File: src/rtl/elimination_tree_builder_macros.svh
// Assertion macros for the elimination tree builder RTL.
`ifndef ELIMINATION_TREE_BUILDER_MACROS_SVH
`define ELIMINATION_TREE_BUILDER_MACROS_SVH

`ifndef ASSERT_OFF
// Checked on every clock edge outside reset.
`define ETB_ASSERT(lbl, prop, msg) \
    lbl: assert property (@(posedge i_clk) disable iff (!i_rst_n) (prop)) else $error(msg);
// Checked on every clock edge, reset included.
`define ETB_ASSERT_ALWAYS(lbl, prop, msg) \
    lbl: assert property (@(posedge i_clk) (prop)) else $error(msg);
`else
`define ETB_ASSERT(lbl, prop, msg)
`define ETB_ASSERT_ALWAYS(lbl, prop, msg)
`endif

`endif

File: src/rtl/etb_pkg.sv
// Shared types and constants of the elimination tree builder.
package etb_pkg;

    // Width of the row, column, child and parent fields.
    localparam int FIELD_W = 10;

    // Width of the matrix epoch tag stored beside each ancestor link.
    localparam int EPOCH_W = 8;
    localparam logic [EPOCH_W-1:0] EPOCH_FIRST = EPOCH_W'(1);
    localparam logic [EPOCH_W-1:0] EPOCH_LAST  = {EPOCH_W{1'b1}};

    // Queue between the front and the back.
    localparam int QUEUE_DEPTH = 2;
    localparam int QUEUE_AW    = 1;

    // One classified entry as it waits in the queue.
    typedef struct packed {
        logic [FIELD_W-1:0] row;
        logic [FIELD_W-1:0] col;
        logic               new_matrix;
        logic               skip;
    } t_entry;

    // One word of the ancestor store: matrix epoch and ancestor link.
    typedef struct packed {
        logic [EPOCH_W-1:0] epoch;
        logic [FIELD_W-1:0] link;
    } t_link_word;

    typedef struct packed {
        logic full;
        logic empty;
    } t_queue_status;

    typedef struct packed {
        logic clearing;
    } t_back_status;

    typedef enum logic [1:0] {
        S_CLEAR,
        S_IDLE,
        S_START,
        S_WALK
    } t_back_state;

endpackage

File: src/rtl/etb_front.sv
// Input side: accepts entries, classifies them and feeds the queue.
module etb_front #(
    parameter int MAX_NODES = 1024
) (
    input  logic                        i_valid,
    input  logic [etb_pkg::FIELD_W-1:0] i_row,
    input  logic [etb_pkg::FIELD_W-1:0] i_column,
    input  logic                        i_new_matrix,
    output logic                        o_stall,
    input  etb_pkg::t_queue_status      i_q_status,
    input  etb_pkg::t_back_status       i_back_status,
    output logic                        o_push,
    output etb_pkg::t_entry             o_entry
);

    import etb_pkg::*;

    logic accept;
    logic row_out;
    logic col_out;
    logic skip;

    // No transfer while the queue is full or the store is being cleared.
    assign o_stall = i_q_status.full | i_back_status.clearing;
    assign accept  = i_valid & ~o_stall;

    // Entries outside the node range, on the diagonal or above it cause no walk.
    assign row_out = {{(32-FIELD_W){1'b0}}, i_row} >= 32'(MAX_NODES);
    assign col_out = {{(32-FIELD_W){1'b0}}, i_column} >= 32'(MAX_NODES);
    assign skip    = row_out | col_out | (i_column >= i_row);

    // A skipped entry only matters when it starts a new matrix.
    assign o_push = accept & (i_new_matrix | ~skip);

    always_comb begin
        o_entry.row        = i_row;
        o_entry.col        = i_column;
        o_entry.new_matrix = i_new_matrix;
        o_entry.skip       = skip;
    end

endmodule

File: config.mk
export PLATFORM = sky130hd
export DESIGN_NAME = etb_front
export DESIGN_NICKNAME = d
export VERILOG_FILES = /design/src/rtl/elimination_tree_builder_macros.svh /design/src/rtl/etb_pkg.sv /design/src/rtl/etb_front.sv
export SDC_FILE = /design/constraint.sdc
export NUM_CORES = 1
export LEC_CHECK = 0
export BUFFER_PORTS_ARGS = -buffer_cell sky130_fd_sc_hd__buf_2
export CAP_MARGIN = 20
export CORE_AREA = 8 8 45 47
export DETAILED_ROUTE_END_ITERATION = 16
export DIE_AREA = 0 0 53 55
export PLACE_DENSITY = 0.76
export SYNTH_ARGS = -nofsm -noshare
export SYNTH_HDL_FRONTEND = slang
export SYNTH_SLANG_ARGS = --single-unit
File: constraint.sdc
create_clock -name vclk -period 2.28
set_input_delay 0.456 -clock vclk [all_inputs]
set_output_delay 0.456 -clock vclk [all_outputs]
set_load 0.01 [all_outputs]
# Word-level counts from Yosys, hierarchy flattened
# Cells that the tools add are included.
# word_totals
register_bits	0
inputBits	25
out_inout_bits	24
wordCells	7
# classes
order_cmp	1
bitwise	6
# ops
op	n
greater-or-equal comparator 10 bit	1
AND 1 bit	2
inverter 1 bit	2
OR 1 bit	2

# Logic depth before layout (Yosys ltp)
# logic_depth
ltp_word	4
ltp_mapped	7

# Worst setup path before layout
# Ideal clock, no wire load.
# synth_timing
path_type	in2out
start	in i_row[3] (netlist name)
end	out o_entry[0] (netlist name)
arrival_time_ns	1.542
required_time_ns	1.824
setup_slack_ns	0.282
path_stages	7
path_cell_list	inv_1 ha_1 a211o_1 a21oi_2 o21ai_1 a21o_1 buf_4
# synth_between
elab_chain_len	1
# synth_lines
element	line	rtl
from (decl)	etb_front.sv:6	input logic [etb_pkg::FIELD_W-1:0] i_row,
greater-or-equal comparator 10 bit	etb_front.sv:30	assign skip = row_out | col_out | (i_column >= i_row);
to (decl)	etb_front.sv:13	output etb_pkg::t_entry o_entry
# No other way between the ends.

# Final worst setup path
# layout_timing
start	in i_row[9] (netlist name)
end	out o_push
# layout_between
elab_chain_len	4
# layout_lines
element	line	rtl
greater-or-equal comparator 10 bit	etb_front.sv:30	
inverter 1 bit	etb_front.sv:33	assign o_push = accept & (i_new_matrix | ~skip);
OR 1 bit	etb_front.sv:33	
AND 1 bit	etb_front.sv:33	
to (decl)	etb_front.sv:12	output logic o_push,
# No other way between the ends.

==> results.ini <==
[yosys]
synthesis.nets=96
synth_common_cells=buf_4, inv_1, ha_1
netlist-cell-type-count=15
synth_top_cell_area_share_pct=37.7
synth_area_um2=438
syn_inst=61
ys_seq_area_share_pct=0
yosysWarnings=0
yosys.area.top_type=buf_4
synth_most_common_cell=buf_4
ys_top_cells_by_area=buf_4, ha_1, inv_1
syn_avg_cell_area_um2=7.18

[finish]
nets=124
num_antenna_cells=0
regArea_um2=0
areaGrowthSynthToFinish_pct=21.7
clockBufferCount=0
layout-drive-gt1-share_pct=56.3
design.seq.count=0

[drt]
wl_met3_um=219
drt_iter0_markers=3
wirelength_met1_um=385
vias=433
via_per_inst=4.20
routed_wl_mm=1.11
wl_per_cell_um=10.7
post-route-drc-count=0
dr.pass1.iters=2
wl_met2_um=502
postRouteAntennaNets=0
dr.max_layer_used=met3

[floorplan]
core_um2=1380
dieArea_um2=2920
pin_count=49
start_util_pct=31.6
num_rows=14
die_w_um=53
chipHeight_um=55

[global_routing]
grt_pass1_wl_mm=1.55
gr-total-overflow=0
grt_util_all_layers_pct=6.32
antenna_found_initial=0
grt_start_max_net_pins=3
grt_pass1_vias=416

[pwr]
finalPower_w=0.000103
p_leak_nw=0.370
irDropWorstVdd_mv=0.0645
p_per_area_nw_per_um2=192

[timing]
slew_violations=0
grt_setup_unrepaired=false
tightest_slew_ns=0.174
min_period_over_period_pct=94.7
slew_headroom_pct=88.3
fin_ws_ns=0.121
setup_tns_ns=0
hold_viol=0
setup_viol=0
clock.fmax_mhz=463
fin_hold_ws_ns=1.11
min_period_ns=2.16

[critical_path]
path_max_fanout=2
cpMaxStageDelayCell=ha_1
cp.required_ns=1.82
max_stage_delay_ns=0.29
critical_path.endpoint_type=output port
worst-setup-path-type=in -> out
worstPathCellList=buf_2, inv_1, ha_1, a21oi_1, o21ai_1, a211o_1, a31oi_1, buf_2
cp.arrival_ns=1.70
cpMostUsedCell=buf_2
cp-start-kind=primary input

[clock_network]
cts_hold_buf=0
cts_setup_buffers=0
cts_resized=0

[worst_hold_path]
worstHoldPathCells=2
hold_path.startpoint=i_row[7]
hp-class=in -> out
min_delay_worst_endpoint=o_entry[19]

[run]
drv_cap=0

[place]
numPortBuffers=48
place_ws_ns=0.106
post-dp-hpwl_mm=1.08
finalWeightedCongestion=0.808

[run_status]
status=complete, no violations

[per-stage QoR]
| stage | cells | instance area (um2) | util (%) |
|---|---|---|---|
| 3_5_place_dp | 103 | 533 | 38.5 |
| 4_1_cts | 103 | 533 | 38.5 |
| 2_1_floorplan | 61 | 438 | - |
| 6_report | 103 | 533 | 38.5 |
| 3_3_place_gp | 103 | 533 | 38.5 |
| 5_1_grt | 103 | 533 | 38.5 |
[worst max-delay path, delay by kind of cell]
family,cells,cell delay [ns]
AOI/OAI and AO/OA,4,0.68
adders and majority gates,1,0.29
buffers and inverters,3,0.26
[cell type report]
| class | count | area (um2) |
|---|---|---|
| multi-input combinational | 27 | 228 |
| timing repair buffer | 48 | 240 |
| fill | 152 | 851 |
| inverter | 12 | 45.0 |
| tap | 16 | 20.0 |
[worst max-delay path by stage]
stage / startpoint / endpoint / slack [ns]
final: i_row[9] / o_push / 0.12
after global routing: i_row[9] / o_push / 0.03
after global placement: i_row[3] / o_entry[0] / 0.13
after detailed placement: i_row[9] / o_push / 0.11
after CTS: i_row[9] / o_push / 0.10
after floorplan: i_row[3] / o_entry[0] / 0.28
[per-layer routing]
| layer | up-vias | GRT usage [%] |
|---|---|---|
| li1 | 228 | - |
| met1 | 176 | 6.49 |
| met2 | 29 | 12.5 |
| met3 | 0 | 2.41 |
| met4 | 0 | 0 |
| met5 | - | 0 |
[placed cells by master (no fill, tap or decap)]
cell,netlist,final
a21oi_1,3,3
a21o_1,1,1
nand4_1,1,1
nand2_1,2,2
o21ai_1,2,2
ha_1,10,10
nand2b_1,1,1
buf_2,0,48
a21oi_2,1,1
a31oi_1,1,1
a211o_1,2,2
or2_1,1,1
o21a_1,1,1
inv_1,12,12
nor2_1,1,1
[cell families after synthesis]
| family | synth area share, % |
|---|---|
| fa+ha+maj | 28.6 |
| simple gates | 6.86 |
| compound gates | 16.6 |
| buf+inv | 48.0 |
[power breakdown]
| part | switching (W) | internal (W) |
|---|---|---|
| combinational | 0.0000520 | 0.0000506 |
| clock | 0 | 0 |
| sequential | 0 | 0 |
| total | 0.0000520 | 0.0000506 |
Note: power is estimated with default switching activity, not from simulation.
