[config.mk]
export PLATFORM = sky130hd
export DESIGN_NAME = etb_queue
export DESIGN_NICKNAME = d
export VERILOG_FILES = /design/src/rtl/elimination_tree_builder_macros.svh /design/src/rtl/etb_pkg.sv /design/src/rtl/etb_queue.sv
export SDC_FILE = /design/constraint.sdc
export NUM_CORES = 1
export LEC_CHECK = 0
export CAP_MARGIN = 5
export CORE_UTILIZATION = 35
export DETAILED_ROUTE_END_ITERATION = 10
export DONT_BUFFER_PORTS = 1
export PLACE_DENSITY = 0.56
export SYNTH_ARGS = -nofsm -noshare
export SYNTH_HDL_FRONTEND = slang
export SYNTH_SLANG_ARGS = --single-unit
export TNS_END_PERCENT = 30
[constraint.sdc]
create_clock -name i_clk -period 2.3 [get_ports i_clk]
set_input_delay 0.46 -clock i_clk [delete_from_list [all_inputs] [get_ports i_clk]]
set_output_delay 0.46 -clock i_clk [all_outputs]
set_load 0.02 [all_outputs]
[src/rtl/elimination_tree_builder_macros.svh]
// Assertion macros for the elimination tree builder RTL.
`ifndef ELIMINATION_TREE_BUILDER_MACROS_SVH
`define ELIMINATION_TREE_BUILDER_MACROS_SVH

`ifndef ASSERT_OFF
// Checked on every clock edge outside reset.
`define ETB_ASSERT(lbl, prop, msg) \
    lbl: assert property (@(posedge i_clk) disable iff (!i_rst_n) (prop)) else $error(msg);
// Checked on every clock edge, reset included.
`define ETB_ASSERT_ALWAYS(lbl, prop, msg) \
    lbl: assert property (@(posedge i_clk) (prop)) else $error(msg);
`else
`define ETB_ASSERT(lbl, prop, msg)
`define ETB_ASSERT_ALWAYS(lbl, prop, msg)
`endif

`endif

[src/rtl/etb_pkg.sv]
// Shared types and constants of the elimination tree builder.
package etb_pkg;

    // Width of the row, column, child and parent fields.
    localparam int FIELD_W = 10;

    // Width of the matrix epoch tag stored beside each ancestor link.
    localparam int EPOCH_W = 8;
    localparam logic [EPOCH_W-1:0] EPOCH_FIRST = EPOCH_W'(1);
    localparam logic [EPOCH_W-1:0] EPOCH_LAST  = {EPOCH_W{1'b1}};

    // Queue between the front and the back.
    localparam int QUEUE_DEPTH = 2;
    localparam int QUEUE_AW    = 1;

    // One classified entry as it waits in the queue.
    typedef struct packed {
        logic [FIELD_W-1:0] row;
        logic [FIELD_W-1:0] col;
        logic               new_matrix;
        logic               skip;
    } t_entry;

    // One word of the ancestor store: matrix epoch and ancestor link.
    typedef struct packed {
        logic [EPOCH_W-1:0] epoch;
        logic [FIELD_W-1:0] link;
    } t_link_word;

    typedef struct packed {
        logic full;
        logic empty;
    } t_queue_status;

    typedef struct packed {
        logic clearing;
    } t_back_status;

    typedef enum logic [1:0] {
        S_CLEAR,
        S_IDLE,
        S_START,
        S_WALK
    } t_back_state;

endpackage

[src/rtl/etb_queue.sv]
// Short queue of classified entries between the front and the back.
module etb_queue (
    input  logic                   i_clk,
    input  logic                   i_rst_n,
    input  logic                   i_push,
    input  etb_pkg::t_entry        i_entry,
    input  logic                   i_pop,
    output etb_pkg::t_entry        o_head,
    output etb_pkg::t_queue_status o_status
);

    import etb_pkg::*;

    t_entry              r_slot [QUEUE_DEPTH];
    logic [QUEUE_AW-1:0] r_wr_ptr;
    logic [QUEUE_AW-1:0] r_rd_ptr;
    logic [QUEUE_AW:0]   r_count;
    logic [QUEUE_AW:0]   n_count;
    logic                do_push;
    logic                do_pop;

    assign do_push = i_push & ~o_status.full;
    assign do_pop  = i_pop & ~o_status.empty;

    always_comb begin
        o_status.full  = r_count == (QUEUE_AW+1)'(QUEUE_DEPTH);
        o_status.empty = r_count == '0;
        o_head         = r_slot[r_rd_ptr];
    end

    always_comb begin
        n_count = r_count;
        if (do_push & ~do_pop) begin
            n_count = r_count + (QUEUE_AW+1)'(1);
        end else if (do_pop & ~do_push) begin
            n_count = r_count - (QUEUE_AW+1)'(1);
        end
    end

    // Pointers and fill level.
    always_ff @(posedge i_clk) begin
        if (!i_rst_n) begin
            r_wr_ptr <= '0;
            r_rd_ptr <= '0;
            r_count  <= '0;
        end else begin
            r_count <= n_count;
            if (do_push) begin
                r_wr_ptr <= r_wr_ptr + QUEUE_AW'(1);
            end
            if (do_pop) begin
                r_rd_ptr <= r_rd_ptr + QUEUE_AW'(1);
            end
        end
    end

    // Entry storage.
    always_ff @(posedge i_clk) begin
        if (do_push) begin
            r_slot[r_wr_ptr] <= i_entry;
        end
    end

endmodule

* Yosys cells after proc, flatten, opt, wreduce, memory -nomap -nowiden *
Memory sizes are Yosys's and may differ from the RTL's. A register that Yosys moved wholly into a read port is not among the register bits.
Cells that the tools add are included.

cells by class
  add/sub/neg operators = 4
  equal/unequal tests = 1
  muxes and demuxes = 6
  bitwise logic cells = 8
  reductions and logical operators = 2

operators by type and width
  cell                                               number
  bitwise AND 1 bit                                  4
  2-to-1 mux 1 bit                                   4
  2-to-1 mux 2 bit                                   2
  inverter 1 bit                                     4
  adder 1 bit (second input constant)                2
  adder 2 x 1 -> 2 bit (second input constant)       1
  equality test 2 bit (second input constant)        1
  zero test 2 bit                                    1
  nonzero test 2 bit                                 1
  subtractor 2 x 1 -> 2 bit (second input constant)  1

word-level totals
  register bits after elaboration = 4
  bits in writable memories = 44
  input bits = 26
  output and inout port bits = 24
  logic and storage cells = 25
  memories kept = 1

memory list
  name    depth  width  read ports  clocked after memory_dff  wr ports  line             source
  r_slot  2      22     1           1                         1         etb_queue.sv:14  t_entry r_slot [QUEUE_DEPTH];

* Logic depth before layout (Yosys ltp) *
Gate-level depths: netlist (run 1).

  depth in word-level cells = 7
  depth in mapped cells = 7
  gate-level depth less buffers = 7

* Worst setup path before layout (run 1) *
OpenSTA, ideal clock, no wires.

  kind = register to register
  from = reg r_count[0]
  to = mem r_slot[0][0] (netlist bit), enable pin
  setup time = 0.399 ns
  arrival time = 1.544 ns
  data required time = 1.901 ns
  setup slack = 0.357 ns
  cell stages (with the launch flop) = 4
  buffers on the path = 0
  clock period less this slack = 1.943 ns
  path through = dfxtp_1 nand2b_1 inv_2 nor3_2

RTL lines
  element                   line             source
  start: declaration        etb_queue.sv:17  logic [QUEUE_AW:0] r_count;
  start signal: assignment  etb_queue.sv:47  r_count <= n_count;
  end: declaration          etb_queue.sv:14

==> metrics.log, run 1 <==
INFO  metric outcome = completed
INFO  metric vias = just over 800
INFO  metric portBuffers = 0
INFO  metric leakage = about 0.00067 uW
INFO  metric postSynthRegisterBits = just under 50
INFO  metric max_stage_delay = around 430 ps
INFO  metric timing.critical_path.cells = buf_4 > mux2_2
INFO  metric hold_class = input port to flop
INFO  metric detail_route.first_pass.iterations = 3
INFO  metric worstPathArrival = 1270 ps
INFO  metric power_frac_comb = around 28%
INFO  metric setup-tns-final = 0 ps
INFO  metric drc = 0
INFO  metric synth_fa_ha_area_share = less than 1%
INFO  metric multiplexer_fraction_of_the_synthesized_cell_area = between 10 and 15%
INFO  metric met1_usage = approximately a tenth
INFO  metric initial_utilization = between 30 and 40%
INFO  metric cts_max_level = 2
INFO  metric timing.critical_path.to_type = output port
INFO  metric finalCritPeriodShare = 75.3%
INFO  metric drt_iter0_markers = 11
INFO  metric postSynthCellCount = 93
INFO  metric internal-power = roughly 1600 uW
INFO  metric cts_sinks = 49
INFO  metric tightest_slew = 387 ps
INFO  metric quantity_of_gates_resized_following_cts = 0
INFO  metric timing.critical_path.buf_inv = 1
INFO  metric grt_antenna_before_repair = 0
INFO  metric post_drt_via_cell_ratio = about 4.8
INFO  metric power.clock.fraction = 21.4%
INFO  metric syn2layout_area_growth = 11.5%
INFO  metric grt-busiest-layer = met2
INFO  metric synth_cell_type_count = 20
INFO  metric swShare = between 30% and 40%
INFO  metric average_routed_wire_per_standard_cell = between 15 and 20 um
INFO  metric cts.path.max_buffers = 2
INFO  metric finalHoldViolations = 0
INFO  metric grt_util_met3 = roughly 5.6%
INFO  metric clk-insertion-delay-late = about 300 ps
INFO  metric finalWeightedCongestion = 0.620
INFO  metric first_global_vias = roughly 890
INFO  metric maxClockFrequency = ~580 MHz
INFO  metric chipWidth = approximately 74 um
INFO  metric report.power.total = ~2300 uW
INFO  metric synth_compound_gate_area_share = between 1.5 and 2%
INFO  metric post-cts-setup-buffers = 0
INFO  metric synth_fp_nets = 120
INFO  metric total_half_perimeter_wirelength_after_legalization_and_detailed_placement = ~2.0 mm
INFO  metric root_buffer = sky130_fd_sc_hd__clkbuf_8
INFO  metric synth_seq_area_share = 78.4%
INFO  metric detailed_place.area = approximately 0.0019 mm2
INFO  metric worst-setup-path-type = flop to output port
INFO  metric hold-worst-slack = roughly 250 ps
INFO  metric final_period_minus_worst_setup_slack = between 1500 and 2000 ps
INFO  metric cts_tree = done
INFO  metric cts_made_buffers = 5
INFO  metric p_switching = between 700 and 800 uW
INFO  metric timing.critical_path.from_type = flop
INFO  metric grt.met2_usage = about a fifth
INFO  metric die_height = approximately 74 um
INFO  metric worst_path_dominant_cell_family = multiplexers
INFO  metric power_per_cell_area = ~1100 mW/mm2
INFO  metric post_route_cells_drive_above_1_share = 35.6%
INFO  metric cts.clk_slew.worst_paths = around 90 ps
INFO  metric post_synth_design_cell_area = 0.00181 mm2
INFO  metric ys.warnings.count = 0
INFO  metric worst_ir_drop_vdd = about 0.00042 V
INFO  metric synth_top_family_by_area = multiplexers
INFO  metric final_max_slew_viol_count = 0
INFO  metric cpMaxStageDelayCell = sky130_fd_sc_hd__mux2_2
INFO  metric final-setup-viol-count = 0
INFO  metric cts_hold_buffers = 0
INFO  metric coreArea = roughly 0.0048 mm2
INFO  metric ant_nets = 0
INFO  metric mean_post_synth_cell_area = 19.5 um2
INFO  metric mostFrequentLayoutCells = 44 x sky130_fd_sc_hd__edfxtp_1, 22 x sky130_fd_sc_hd__mux2_2, 5 x sky130_fd_sc_hd__dfxtp_1, 5 x sky130_fd_sc_hd__clkbuf_8, 5 x sky130_fd_sc_hd__buf_4
INFO  metric final_core_utilization = 41.7%
INFO  metric xor_and_xnor_area_share_after_synthesis = 1.45%
INFO  metric grt_use_total = a little under an eighth
INFO  metric design.final.nets = 130
INFO  metric yosys.area_share.simple = 3.04%
INFO  metric gr-total-overflow = 0
INFO  metric post-route-cell-area = between 0.002 and 0.0025 mm2
INFO  metric num_io_pins = 50
INFO  metric grt_max_degree = 24
INFO  metric global_route_wire_length_before_repair = 4.29 mm
INFO  metric maxCapViolCount = 0
INFO  metric part_of_the_power_in_registers = between 50% and 60%
INFO  metric fin_skew = between 8 and 9 ps
INFO  metric antenna-diode-count = 0
INFO  metric die_area = between 0.005 and 0.006 mm2
INFO  metric routed_wl = about 2.8 mm
INFO  metric path_max_fanout = 12
INFO  metric placement_rows = 25
INFO  metric critPathRequiredTime = 1840 ps
INFO  metric rsz0062_at_grt = false
INFO  metric relSlewSlack = between 70% and 80%
INFO  metric layout_commonest_cell = sky130_fd_sc_hd__edfxtp_1
logic make-up after synthesis:
kind of cell	count (synthesis)
DFF	49
muxes	22
and+or+nand+nor	9
AOI/OAI and AO/OA	5
buffers and inverters	4
xor gates and xnor gates	3
adders and majority gates	1
through the flow:
stage,setup slack [ps],std cells
2_1_floorplan,357,93
3_3_place_gp,719,163
3_5_place_dp,626,163
4_1_cts,541,171
5_1_grt,481,171
6_report,568,171
routing by layer:
layer | wire length [um] | share of wire (%) | up-vias
li1 | - | - | 372
met4 | 48 | 1.7 | 0
met5 | 0 | 0 | -
met1 | 942 | 34 | 409
met3 | 278 | 10 | 6
met2 | 1520 | 54 | 32
synthesized netlist by cell type:
| cell | count | area [um2] |
|---|---|---|
| sky130_fd_sc_hd__o21ai_0 | 1 | 5.00 |
| sky130_fd_sc_hd__and2_1 | 3 | 18.8 |
| sky130_fd_sc_hd__mux2_2 | 22 | 248 |
| sky130_fd_sc_hd__buf_2 | 2 | 10.0 |
| sky130_fd_sc_hd__xnor2_1 | 2 | 17.5 |
| sky130_fd_sc_hd__a21boi_1 | 1 | 7.51 |
| sky130_fd_sc_hd__edfxtp_1 | 44 | 1320 |
| sky130_fd_sc_hd__and3_1 | 1 | 6.26 |
| sky130_fd_sc_hd__o21a_1 | 1 | 7.51 |
| sky130_fd_sc_hd__or3_1 | 1 | 6.26 |
| sky130_fd_sc_hd__ha_1 | 1 | 12.5 |
| sky130_fd_sc_hd__inv_1 | 1 | 3.75 |
| sky130_fd_sc_hd__inv_2 | 1 | 3.75 |
| sky130_fd_sc_hd__nor3_2 | 1 | 10.0 |
| sky130_fd_sc_hd__xor2_1 | 1 | 8.76 |
| sky130_fd_sc_hd__dfxtp_1 | 5 | 100 |
| sky130_fd_sc_hd__o21ai_1 | 1 | 5.00 |
| sky130_fd_sc_hd__nand2b_1 | 1 | 6.26 |
| sky130_fd_sc_hd__a21boi_0 | 1 | 7.51 |
| sky130_fd_sc_hd__nor2_1 | 2 | 7.51 |
flip-flops by register name, indices dropped and copies added, names as in the netlist, named ones only:
signal and count:
r_count 2, r_rd_ptr 1, r_slot 44, r_wr_ptr 1
cell type report:
cell class	instances	area, um2
Clock buffer	5	68.8
Clock inverter	3	21.3
Fill cell	446	2830
Inverter	2	7.51
Multi-Input combinational cell	40	380
Sequential cell	49	1420
Tap cell	67	83.8
Timing Repair Buffer	5	37.5
final timing paths:
kind         depth (start not counted)  startpoint           end  slack [ps]
max                                  2        flop     o_head[4]         570
min                                  0  i_entry[1]  r_slot[1][1]         250
max reg2reg                          6  r_count[0]    r_count[1]         600
min reg2reg                          2  r_count[1]    r_count[1]         530
power groups by stage:
stage	clock network [uW]	registers, uW	logic (uW)
after floorplan	0	1180	549
after global placement	0	1180	653
after detailed placement	0	1190	669
after CTS	515	1170	673
after global routing	555	1180	705
final	497	1170	658
Power figures use the tool's default switching activity.
==> run 2, diff against run 1 <==
--- a/config.mk
+++ b/config.mk
@@ -9,7 +9,7 @@
 export CORE_UTILIZATION = 35
 export DETAILED_ROUTE_END_ITERATION = 10
 export DONT_BUFFER_PORTS = 1
-export PLACE_DENSITY = 0.56
+export PLACE_DENSITY = 0.58
 export SYNTH_ARGS = -nofsm -noshare
 export SYNTH_HDL_FRONTEND = slang
 export SYNTH_SLANG_ARGS = --single-unit
==> constraint.sdc (replaced) <==
create_clock -name i_clk -period 1.46 [get_ports i_clk]
set_input_delay 0.292 -clock i_clk [delete_from_list [all_inputs] [get_ports i_clk]]
set_output_delay 0.292 -clock i_clk [all_outputs]
set_load 0.02 [all_outputs]
==> run 2 against run 1 <==
Effect of this change: the run now ends with setup timing left; clock-buffer cell count unchanged; first-iteration DRC count increased by 91%; sequential power increased by 62%; non-clock buffer count increased by 5; cell area increased by 10%; register-to-register slack got worse by 610 ps; wire length increased by 3.7%; critical path type is now flop to flop.
==> metrics.log, run 2 (synthesized netlist as in run 1, its figures left out) <==
INFO  metric outcome = complete, but fails checks
INFO  metric failing_checks = setup timing
INFO  metric relSlewSlack = 74.2% (+0.10 points)
INFO  metric path_max_fanout = 3 (-9)
INFO  metric total_half_perimeter_wirelength_after_legalization_and_detailed_placement = 1.91 mm (-3.2%)
INFO  metric clk-insertion-delay-late = 290 ps (about the same)
INFO  metric cts.clk_slew.worst_paths = 90 ps (about the same)
INFO  metric grt_antenna_before_repair = 0 (unchanged)
INFO  metric power_per_cell_area = 1890 mW/mm2 (+64%)
INFO  metric post-route-cell-area = 0.00223 mm2 (+10%)
INFO  metric portBuffers = 0 (unchanged)
INFO  metric cts_hold_buffers = 0 (unchanged)
INFO  metric worstPathArrival = 1690 ps (+420 ps)
INFO  metric chipWidth = 74.0 um (unchanged)
INFO  metric rsz0062_at_grt = true
INFO  metric post_drt_via_cell_ratio = 4.75 (-0.82%)
INFO  metric num_io_pins = 50 (unchanged)
INFO  metric tightest_slew = 386 ps (-1.49 ps)
INFO  metric post_route_cells_drive_above_1_share = 45.9% (+10 points)
INFO  metric finalWeightedCongestion = 0.597 (-3.8%)
INFO  metric worst_ir_drop_vdd = 0.00123 V (+190%)
INFO  metric maxCapViolCount = 0 (unchanged)
INFO  metric hold_class = input port to flop
INFO  metric maxClockFrequency = 678 MHz
INFO  metric root_buffer = sky130_fd_sc_hd__clkbuf_8
INFO  metric critPathRequiredTime = 1680 ps (-160 ps)
INFO  metric fin_skew = 3.60 ps (-4.82 ps)
INFO  metric critical_register_to_register_path_endpoint = r_count[1]
INFO  metric final_period_minus_worst_setup_slack = 1470 ps
INFO  metric power_frac_comb = 33.1% (+4.8 points)
INFO  metric p_switching = 1270 uW (+69%)
INFO  metric die_height = 74.0 um (unchanged)
INFO  metric finalCritPeriodShare = 101%
INFO  metric internal-power = 2940 uW (+87%)
INFO  metric leakage = 0.000789 uW (+19%)
INFO  metric min_delay_worst_endpoint = r_slot[0][16]
INFO  metric average_routed_wire_per_standard_cell = 16.4 um (+0.78%)
INFO  metric global_route_wire_length_before_repair = 4.28 mm (-0.30%)
INFO  metric reg2regPathDepth = 7 (+1)
INFO  metric coreArea = 0.00485 mm2 (unchanged)
INFO  metric grt_use_total = 11.3% (+0.029 points)
INFO  metric cts_sinks = 49 (unchanged)
INFO  metric cts_tree = done
INFO  metric routed_wl = 2.89 mm (+3.7%)
INFO  metric largest_reg_flops = 44 (unchanged)
INFO  metric vias = 836 (+2.1%)
INFO  metric fin_ws = -14.8 ps (-583 ps)
INFO  metric worst-setup-path-type = flop to flop
INFO  metric initial_utilization = 37.4% (unchanged)
INFO  metric cts.path.max_buffers = 2 (unchanged)
INFO  metric hold_path.startpoint = i_entry[16]
INFO  metric top_regs = r_slot: 44 flops, r_count: 2 flops
INFO  metric mostFrequentLayoutCells = 44 x sky130_fd_sc_hd__edfxtp_1, 22 x sky130_fd_sc_hd__mux2_4, 7 x sky130_fd_sc_hd__buf_4
INFO  metric worstReg2RegStart = r_count[0]
INFO  metric die_area = 0.00547 mm2 (unchanged)
INFO  metric gr-total-overflow = 0 (unchanged)
INFO  metric final-setup-viol-count = 11 (+11)
INFO  metric max_flop_register = r_slot
INFO  metric part_of_the_power_in_registers = 44.8% (-5.5 points)
INFO  metric min_delay_path_depth = 0 (unchanged)
INFO  metric timing.critical_path.from_type = flop
INFO  metric cts_made_buffers = 5 (unchanged)
INFO  metric cts_max_level = 2 (unchanged)
INFO  metric post-place-ws = -30.3 ps (-656 ps)
INFO  metric syn2layout_area_growth = 22.9%
INFO  metric timing.critical_path.to_type = flop
INFO  metric antenna-diode-count = 0 (unchanged)
INFO  metric ant_nets = 0 (unchanged)
INFO  metric first_global_vias = 867 (-2.3%)
INFO  metric grt_max_degree = 17 (-29%)
INFO  metric detailed_place.area = 0.00196 mm2 (+1.4%)
INFO  metric drt_iter0_markers = 21 (+10)
INFO  metric swShare = 30.1% (-2.1 points)
INFO  metric design.final.nets = 135 (+3.8%)
INFO  metric rrSetupSlack = -10 ps (-610 ps)
INFO  metric layout_commonest_cell = sky130_fd_sc_hd__edfxtp_1
INFO  metric power.clock.fraction = 22.1% (+0.7 points)
INFO  metric final_max_slew_viol_count = 0 (unchanged)
INFO  metric finalHoldViolations = 0 (unchanged)
INFO  metric drc = 0 (unchanged)
INFO  metric detail_route.first_pass.iterations = 4 (+1)
INFO  metric placement_rows = 25 (unchanged)
INFO  metric setup-tns-final = -106 ps (-106 ps)
-- run 2: changes by cell type in the layout (fill, tap and decap cells not counted), moves of 2 or more --
cell | before | now
sky130_fd_sc_hd__buf_8 | 0 | 2
sky130_fd_sc_hd__dfxtp_1 | 5 | 2
sky130_fd_sc_hd__mux2_4 | 0 | 22
sky130_fd_sc_hd__mux2_2 | 22 | 0
sky130_fd_sc_hd__dfxtp_4 | 0 | 2
sky130_fd_sc_hd__buf_4 | 5 | 7
-- run 2: final cells by class --
class	count	area, um2
clock buffers	5	68.8
multi-input cells	40	487
clock inverters	3	46.3
inverters	2	10.0
flip-flops and latches	49	1430
repair buffers	10	103
fillers	417	2620
well taps	67	83.8
-- run 2: worst max path at each step --
| stage | cells after the start | startpoint | end |
|---|---|---|---|
| 5_1_grt | 7 | r_count[0] | r_count[1] |
| 3_5_place_dp | 6 | r_count[1] | r_count[1] |
| 2_1_floorplan | 3 | r_count[0] | r_slot[0][0] |
| 6_report | 7 | r_count[0] | r_count[1] |
| 4_1_cts | 2 | flop | o_head[1] |
| 3_3_place_gp | 6 | r_count[0] | r_count[1] |
-- run 2: per-stage QoR --
stage	hold WS, ps	std cells	power (uW)	utilization (%)
5_1_grt	64.0	176	4410	46.0
3_5_place_dp	391	165	2990	40.4
4_1_cts	78.7	175	4200	45.4
6_report	90.3	176	4210	46.0
2_1_floorplan	391	93	2770	-
3_3_place_gp	391	165	2950	40.4
-- run 2: power groups by stage --
stage | combinational, uW | sequential (uW) | clock, uW
after global placement | 1070 | 1870 | 0
after CTS | 1350 | 1890 | 962
after detailed placement | 1100 | 1890 | 0
after floorplan | 895 | 1870 | 0
final | 1390 | 1890 | 931
after global routing | 1480 | 1910 | 1020
-- run 2: worst max-delay path, stage by stage (launching register included) --
cell,delay [ps]
sky130_fd_sc_hd__dfxtp_4,360
sky130_fd_sc_hd__nand2b_4,150
sky130_fd_sc_hd__inv_4,60
sky130_fd_sc_hd__nor2_2,30
sky130_fd_sc_hd__ha_2,190
sky130_fd_sc_hd__xor2_2,150
sky130_fd_sc_hd__or3_1,310
sky130_fd_sc_hd__a21boi_1,150
-- run 2: timing repair --
action,CTS,global route
resized for setup,33,5
setup buffers,1,1
cloned,1,0
pin swaps,2,1
setup endpoints to repair,23,23
-- run 2: routing by layer --
layer | vias to the layer above | track usage [%] | part of all wire (%)
li1 | 379 | - | -
met1 | 421 | 11.5 | 36
met2 | 31 | 19.1 | 53
met3 | 5 | 6.10 | 9.2
met4 | 0 | 5.13 | 1.8
met5 | - | 0 | 0
